**config.mk**
```make
export PLATFORM = sky130hd
export DESIGN_NAME = free_list_block_allocator_unit_flat
export DESIGN_NICKNAME = d
export VERILOG_FILES = /design/src/fla_pkg.sv /design/src/fla_if.sv /design/src/fla_ram.sv /design/src/free_list_block_allocator_unit.sv /design/src/flat_wrapper.sv
export SDC_FILE = /design/constraint.sdc
export NUM_CORES = 1
export LEC_CHECK = 0
export BUFFER_PORTS_ARGS = -buffer_cell sky130_fd_sc_hd__buf_2
export CAP_MARGIN = 20
export CELL_PAD_IN_SITES_DETAIL_PLACEMENT = 0
export CELL_PAD_IN_SITES_GLOBAL_PLACEMENT = 2
export CORE_ASPECT_RATIO = 1.2
export CORE_UTILIZATION = 39
export CTS_CLUSTER_SIZE = 30
export DETAILED_ROUTE_END_ITERATION = 12
export GPL_TIMING_DRIVEN = 0
export PLACE_DENSITY = 0.76
export SETUP_SLACK_MARGIN = 0.3
export SLEW_MARGIN = 10
export SYNTH_ARGS = -nofsm -noshare
export SYNTH_HDL_FRONTEND = slang
export SYNTH_HIERARCHICAL = 1
export SYNTH_SLANG_ARGS = --single-unit
```
**constraint.sdc**
```tcl
create_clock -name clk -period 2.51 [get_ports clk]
set_input_delay 0.3765 -clock clk [delete_from_list [all_inputs] [get_ports clk]]
set_output_delay 0.3765 -clock clk [all_outputs]
set_load 0.1 [all_outputs]
```
**src/fla_pkg.sv**
```systemverilog
// Shared types and constants of the free-list block allocator.
package fla_pkg;

  // Fixed widths of the request and result fields.
  localparam int IDX_OUT_W = 4;
  localparam int CNT_OUT_W = 5;

  // Request operation codes.
  localparam logic OP_ALLOC = 1'b0;
  localparam logic OP_FREE  = 1'b1;

  typedef enum logic [1:0] {
    STAT_DONE      = 2'd0,
    STAT_EMPTY     = 2'd1,
    STAT_NONE_USED = 2'd2,
    STAT_RANGE     = 2'd3
  } status_t;

  typedef enum logic [1:0] {
    FSM_INIT,
    FSM_IDLE,
    FSM_READ
  } state_t;

endpackage

```
**src/fla_if.sv**
```systemverilog
// Request and result channel interfaces of the free-list block allocator.
interface fla_req_if;
  import fla_pkg::*;
  logic                 valid;
  logic                 ready;
  logic                 op;
  logic [IDX_OUT_W-1:0] block_index;

  modport source (output valid, output op, output block_index, input ready);
  modport sink (input valid, input op, input block_index, output ready);
endinterface

interface fla_rsp_if;
  import fla_pkg::*;
  logic                 valid;
  logic                 ready;
  status_t              status;
  logic [IDX_OUT_W-1:0] granted_index;
  logic [CNT_OUT_W-1:0] free_count;
  logic [CNT_OUT_W-1:0] used_count;

  modport source (output valid, output status, output granted_index, output free_count,
                  output used_count, input ready);
  modport sink (input valid, input status, input granted_index, input free_count,
                input used_count, output ready);
endinterface

```
**src/fla_ram.sv**
```systemverilog
// Generic simple dual-port RAM with one write port and a registered read port.
module fla_ram #(
  parameter int WIDTH = 4,
  parameter int DEPTH = 16
) (
  input  logic                     clk,
  input  logic                     we,
  input  logic [$clog2(DEPTH)-1:0] waddr,
  input  logic [WIDTH-1:0]         wdata,
  input  logic [$clog2(DEPTH)-1:0] raddr,
  output logic [WIDTH-1:0]         rdata
);

  logic [WIDTH-1:0] mem [DEPTH];
  logic [WIDTH-1:0] rdata_r;

  always_ff @(posedge clk) begin
    if (we) begin
      mem[waddr] <= wdata;
    end
    rdata_r <= mem[raddr];
  end

  assign rdata = rdata_r;

endmodule

```
**src/free_list_block_allocator_unit.sv**
```systemverilog
// Free-list allocator over NUM_BLOCKS fixed-size blocks, links held in a RAM.
// A free or a rejected request shows its result in the cycle after its beat is accepted;
// a granted allocation first waits in the READ state for the link RAM's registered read.
// Throughput: one free or rejected request per cycle unless out_if stalls; none in READ.
// Reset: rst_n is synchronous; after release a pass writes the initial link chain,
// one entry a cycle over all NUM_BLOCKS entries, while in_if.ready stays low.
module free_list_block_allocator_unit #(
  parameter int NUM_BLOCKS = 16
) (
  input  logic        clk,
  input  logic        rst_n,
  fla_req_if.sink     in_if,
  fla_rsp_if.source   out_if
);
  import fla_pkg::*;

  localparam int IDX_W = $clog2(NUM_BLOCKS);
  localparam int CNT_W = $clog2(NUM_BLOCKS + 1);
  localparam logic [IDX_W-1:0] LAST_IDX = IDX_W'(NUM_BLOCKS - 1);
  localparam logic [CNT_W-1:0] FULL_CNT = CNT_W'(NUM_BLOCKS);

  state_t               state_r, state_nxt;
  logic [IDX_W-1:0]     head_r, head_nxt;
  logic [CNT_W-1:0]     free_r, free_nxt;
  logic [CNT_W-1:0]     used_r, used_nxt;
  logic [IDX_W-1:0]     clr_r, clr_nxt;

  logic                 out_valid_r, out_valid_nxt;
  status_t              status_r, status_nxt;
  logic [IDX_OUT_W-1:0] granted_r, granted_nxt;
  logic [CNT_OUT_W-1:0] free_out_r, free_out_nxt;
  logic [CNT_OUT_W-1:0] used_out_r, used_out_nxt;

  logic                 ram_we;
  logic [IDX_W-1:0]     ram_waddr;
  logic [IDX_W-1:0]     ram_wdata;
  logic [IDX_W-1:0]     link_rdata;

  logic                 in_accept;
  logic                 out_take;
  logic [31:0]          idx_wide;
  logic [31:0]          head_wide;
  logic [31:0]          free_wide;
  logic [31:0]          used_wide;
  logic                 idx_in_range;
  logic [IDX_W-1:0]     free_idx;

  fla_ram #(
    .WIDTH (IDX_W),
    .DEPTH (NUM_BLOCKS)
  ) u_link_ram (
    .clk   (clk),
    .we    (ram_we),
    .waddr (ram_waddr),
    .wdata (ram_wdata),
    .raddr (head_r),
    .rdata (link_rdata)
  );

  assign out_take     = out_valid_r && out_if.ready;
  assign in_if.ready  = (state_r == FSM_IDLE) && (!out_valid_r || out_if.ready);
  assign in_accept    = in_if.valid && in_if.ready;
  assign idx_wide     = 32'(in_if.block_index);
  assign idx_in_range = idx_wide < NUM_BLOCKS;
  assign free_idx     = idx_wide[IDX_W-1:0];
  assign head_wide    = 32'(head_r);
  assign free_wide    = 32'(free_nxt);
  assign used_wide    = 32'(used_nxt);

  always_comb begin
    state_nxt     = state_r;
    head_nxt      = head_r;
    free_nxt      = free_r;
    used_nxt      = used_r;
    clr_nxt       = clr_r;
    out_valid_nxt = out_valid_r && !out_take;
    status_nxt    = status_r;
    granted_nxt   = granted_r;
    free_out_nxt  = free_out_r;
    used_out_nxt  = used_out_r;
    ram_we        = 1'b0;
    ram_waddr     = free_idx;
    ram_wdata     = head_r;

    unique case (state_r)
      FSM_INIT: begin
        // Entry i links to i - 1; entry 0 closes the chain at the top block.
        ram_we    = 1'b1;
        ram_waddr = clr_r;
        ram_wdata = (clr_r == '0) ? LAST_IDX : clr_r - 1'b1;
        clr_nxt   = clr_r + 1'b1;
        if (clr_r == LAST_IDX) begin
          state_nxt = FSM_IDLE;
        end
      end
      FSM_IDLE: begin
        if (in_accept) begin
          granted_nxt = '0;
          if (in_if.op == OP_ALLOC) begin
            if (free_r == '0) begin
              status_nxt    = STAT_EMPTY;
              out_valid_nxt = 1'b1;
            end else begin
              // The link RAM is read at the head this cycle.
              state_nxt = FSM_READ;
            end
          end else begin
            priority if (used_r == '0) begin
              status_nxt = STAT_NONE_USED;
            end else if (!idx_in_range) begin
              status_nxt = STAT_RANGE;
            end else begin
              status_nxt = STAT_DONE;
              ram_we     = 1'b1;
              head_nxt   = free_idx;
              free_nxt   = free_r + 1'b1;
              used_nxt   = used_r - 1'b1;
            end
            out_valid_nxt = 1'b1;
          end
          free_out_nxt = free_wide[CNT_OUT_W-1:0];
          used_out_nxt = used_wide[CNT_OUT_W-1:0];
        end
      end
      FSM_READ: begin
        head_nxt      = link_rdata;
        free_nxt      = free_r - 1'b1;
        used_nxt      = used_r + 1'b1;
        status_nxt    = STAT_DONE;
        granted_nxt   = head_wide[IDX_OUT_W-1:0];
        free_out_nxt  = free_wide[CNT_OUT_W-1:0];
        used_out_nxt  = used_wide[CNT_OUT_W-1:0];
        out_valid_nxt = 1'b1;
        state_nxt     = FSM_IDLE;
      end
      default: begin
        state_nxt = FSM_INIT;
      end
    endcase
  end

  always_ff @(posedge clk) begin
    if (!rst_n) begin
      state_r     <= FSM_INIT;
      head_r      <= LAST_IDX;
      free_r      <= FULL_CNT;
      used_r      <= '0;
      clr_r       <= '0;
      out_valid_r <= 1'b0;
    end else begin
      state_r     <= state_nxt;
      head_r      <= head_nxt;
      free_r      <= free_nxt;
      used_r      <= used_nxt;
      clr_r       <= clr_nxt;
      out_valid_r <= out_valid_nxt;
    end
  end

  always_ff @(posedge clk) begin
    status_r   <= status_nxt;
    granted_r  <= granted_nxt;
    free_out_r <= free_out_nxt;
    used_out_r <= used_out_nxt;
  end

  assign out_if.valid         = out_valid_r;
  assign out_if.status        = status_r;
  assign out_if.granted_index = granted_r;
  assign out_if.free_count    = free_out_r;
  assign out_if.used_count    = used_out_r;

  // The two counts always account for every block.
  a_count_sum: assert property (@(posedge clk) disable iff (!rst_n)
    (32'(free_r) + 32'(used_r)) == NUM_BLOCKS)
    else $error("free and used counts do not add up to the pool size");

  a_head_range: assert property (@(posedge clk) disable iff (!rst_n)
    32'(head_r) < NUM_BLOCKS)
    else $error("head index out of range");

  a_alloc_read: assert property (@(posedge clk) disable iff (!rst_n)
    in_accept && (in_if.op == OP_ALLOC) && (free_r != '0) |=> state_r == FSM_READ)
    else $error("granted allocation did not wait for the link read");

  a_read_result: assert property (@(posedge clk) disable iff (!rst_n)
    state_r == FSM_READ |=> out_valid_r && (status_r == STAT_DONE))
    else $error("link read did not produce a result beat");

  a_busy_no_ready: assert property (@(posedge clk) disable iff (!rst_n)
    state_r != FSM_IDLE |-> !in_if.ready)
    else $error("request taken while the link RAM is busy");

endmodule
```
**src/flat_wrapper.sv**
```systemverilog
// flat-port wrapper written by rule: the top's interface ports become plain ports
module free_list_block_allocator_unit_flat import fla_pkg::*;
#(
  parameter int NUM_BLOCKS = 16
)
  (clk, rst_n, in_if_valid, in_if_op, in_if_block_index, in_if_ready, out_if_valid, out_if_status, out_if_granted_index, out_if_free_count, out_if_used_count, out_if_ready);
  fla_req_if in_if_i ();
  fla_rsp_if out_if_i ();
  input  logic clk;
  input  logic rst_n;
  input wire logic [$bits(in_if_i.valid)-1:0] in_if_valid;
  input wire logic [$bits(in_if_i.op)-1:0] in_if_op;
  input wire logic [$bits(in_if_i.block_index)-1:0] in_if_block_index;
  output wire logic [$bits(in_if_i.ready)-1:0] in_if_ready;
  output wire logic [$bits(out_if_i.valid)-1:0] out_if_valid;
  output wire logic [$bits(out_if_i.status)-1:0] out_if_status;
  output wire logic [$bits(out_if_i.granted_index)-1:0] out_if_granted_index;
  output wire logic [$bits(out_if_i.free_count)-1:0] out_if_free_count;
  output wire logic [$bits(out_if_i.used_count)-1:0] out_if_used_count;
  input wire logic [$bits(out_if_i.ready)-1:0] out_if_ready;
  assign in_if_i.valid = in_if_valid;
  assign in_if_i.op = in_if_op;
  assign in_if_i.block_index = in_if_block_index;
  assign in_if_ready = in_if_i.ready;
  assign out_if_valid = out_if_i.valid;
  assign out_if_status = out_if_i.status;
  assign out_if_granted_index = out_if_i.granted_index;
  assign out_if_free_count = out_if_i.free_count;
  assign out_if_used_count = out_if_i.used_count;
  assign out_if_i.ready = out_if_ready;
  free_list_block_allocator_unit #(.NUM_BLOCKS(NUM_BLOCKS)) u_core (.clk(clk), .rst_n(rst_n), .in_if(in_if_i), .out_if(out_if_i));
endmodule
```
==> out/metrics.yaml <==
syn-mean-instance-area_sq_um: 13.5
min-delay-path-class: "input pin to register"
drv_cap: 0
fin_crit_sh_pct: 87.5
cts_tree: "built"
switching_power_mw: 2.65
dp_slack_ns: -0.181
viasPerCell: 5.36
ir_drop_v: 0.000496
hold_depth: 2
synth_top_area_cell: "edfxtp_1"
max_freq_ghz: 0.455
wirelength_mm: 11.1
initial_core_util_pct: 40.1
grt_use_total_pct: 18.0
drc: 0
numPlacedInstances: 548
worst_pin_slew_ns: 0.863
async_reset_ff_share_pct: 0
top_layer: "met4"
cts_buffer_depth: 2
synth_ff_type: "edfxtp_1"
syn_nets: 381
cts.clk_slew.worst_paths_ns: 0.08
htreeDepth: 3
power_leakage_nw: 2.10
clock_latency_ns: 0.35
numPortBuffers: 26
timing.hold.ws_ns: 0.345
synth-adder-area-share_pct: 3.09
muxShareOfSynthArea_pct: 11.8
fin_ws_ns: 0.313
row_count: 44
met2WireLength_mm: 6.02
yosysSeqAreaShare_pct: 59.8
cts_inserted_buffers: 9
rsz0062_at_grt: "yes"
antenna_left: 0
cts_hold_buffers: 0
skew_ns: 0.00895
hold_viol_final: 0
netSwitchingFraction_pct: 41.2
r2r_cells: 8
synth_area_leaders: "edfxtp_1 (49%), dfxtp_1 (10%), mux4_1 (7.6%)"
p_total_mw: 6.42
fp.coreArea_sq_mm: 0.0121
p_int_mw: 3.77
gp_congestion: 0.796
design_area_sq_mm: 0.00592
fin_cells: 585
p_comb_share_pct: 37.8
synthCells: 360
area_growth_pct: 21.9
fin_tns_setup_ns: 0
critPathKind: "register to register"
synth-simple-area-share_pct: 13.6
nNetsFinal: 440
drive_gt1_share_pct: 29.5
p_per_area_mw_per_mm2: 1080
die_y_um: 124
syn_area_sq_mm: 0.00485
slew_viol_final: 0
gr-total-overflow: 0
synth_top_cell_area_share_pct: 49.5
synth_compound_area_share_pct: 8.20
clock_power_share_pct: 22.0
wirelength_met1_mm: 4.54
synth_xor_area_share_pct: 0.902
post-dp-hpwl_mm: 7.70
die_w_um: 104
num-fill-cells: 1126
drt_pass1_iterations: 5
netlist-cell-type-count: 56
setup_viol: 0
maxSlewHeadroom_pct: 42.3
synth_most_common_cell: "edfxtp_1"
wl_met3_um: 235
grt_pass1_wl_mm: 17.5
crit_fanout: 4
worstPathRequired_ns: 2.56
dpl_cell_area_sq_mm: 0.00524
synth_top_family_by_area: "simple AND/OR/NAND/NOR gates"
boundaryPins: 27
synth_common_cells: "edfxtp_1 (80), nor2_1 (30), nand3_1 (28)"
cts.sinks: 105
finalCriticalPeriod_ns: 2.20
antenna_found_initial: 0
synth_edf_count: 80
synth-warning-count: 6
worst_setup_path_end_kind: "register"
fp.dieArea_sq_mm: 0.0129
grt_pass1_vias: 3373
cp_data_arrival_time_ns: 2.25
drt-wirelength-per-cell_um: 19.0
worstSetupStartpointType: "register"
ys_ff_latch: 105
grt_max_degree: 22
n_antenna_cell: 0
cts_root_buffer: "clkbuf_16"
utilization_pct: 48.9
seqPwrFrac_pct: 40.2
route.vias.total: 3138
status: "finished, final reports clean"
drtIter0Drc: 175
## cells by family (layout without fill, tap and decap cells)
family	count (synthesis)	count (layout)
flops	105	105
compound gates	55	55
simple gates	124	124
fa+ha+maj	12	12
mux	31	31
buf+inv	28	92
xor+xnor	5	5
## what timing repair did
| item | CTS | global route |
|---|---|---|
| resized for setup | 38 | 26 |
| setup buffers | 9 | 12 |
| setup endpoints to repair | 93 | 68 |
| pin swaps | 4 | 8 |
| gates cloned | 0 | 0 |
## critical path, cell delays in order, from the launching register on
cell and delay, ns:
dfxtp_4 0.37, inv_4 0.04, ha_4 0.15, nor4b_4 0.14, nor3_4 0.22, a21o_1 0.22
or3b_4 0.46, buf_6 0.15, nor2_4 0.16
## layer usage
layer	GRT usage [%]	vias up
met1	20.2	1561
met3	2.63	17
met5	0	-
met2	32.5	49
met4	9.92	0
li1	-	1511
## power groups by stage
stage | registers (mW) | logic (mW) | clock network, mW
final | 2.58 | 2.42 | 1.41
after global routing | 2.62 | 2.56 | 1.51
after CTS | 2.59 | 2.31 | 1.45
after detailed placement | 2.63 | 2.16 | 0
after global placement | 2.62 | 2.10 | 0
after floorplan | 3.51 | 0.772 | 0
## layout by cell type, fill, tap and decap left out, drive strengths merged, types with 3 or more instances in the layout
cell type	instances
inv	17
a21oi	6
nor2b	5
nand2b	6
mux4	16
o211ai	4
and2	8
edfxtp	80
a22oi	5
nor2	30
ha	12
nand4	3
o31ai	3
nand3b	4
o21ai	8
o31a	5
xnor2	4
nor4b	3
nand2	20
mux2i	8
nor3	7
mux2	7
dfxtp	25
buf	54
or3	4
nand3	28
a31oi	6
clkbuf	18
## area by class of cell
type	instances	area (sq um)	area share, %
well taps	161	201	3.40
clock inverters	7	80.1	1.35
flip-flops and latches	105	2910	49.2
clock buffers	9	225	3.80
multi-input cells	227	2020	34.1
plain buffers	15	123	2.07
inverters	13	53.8	0.909
repair buffers	48	307	5.18
## state kept, by name, summed over array words and instances (netlist names), 4 cells and up
| name | count |
|---|---|
| u_core/clr_r | 4 |
| u_core/out_if.used_count | 5 |
| u_core/u_link_ram/rdata | 4 |
| u_core/u_link_ram/mem | 64 |
| u_core/used_r | 5 |
| u_core/out_if.free_count | 5 |
| u_core/out_if.granted_index | 4 |
| u_core/free_r | 5 |
| u_core/head_r | 4 |
## worst paths after layout
path         slack, ns                     endpoint         startpoint
min reg2reg       0.53            u_core/state_r[1]  u_core/state_r[1]
min               0.34            u_core/state_r[0]              rst_n
max               0.31  u_core/u_link_ram/mem[1][2]   u_core/used_r[1]
max reg2reg       0.31  u_core/u_link_ram/mem[1][2]   u_core/used_r[1]
No activity file was read; power rests on OpenSTA's default activity.
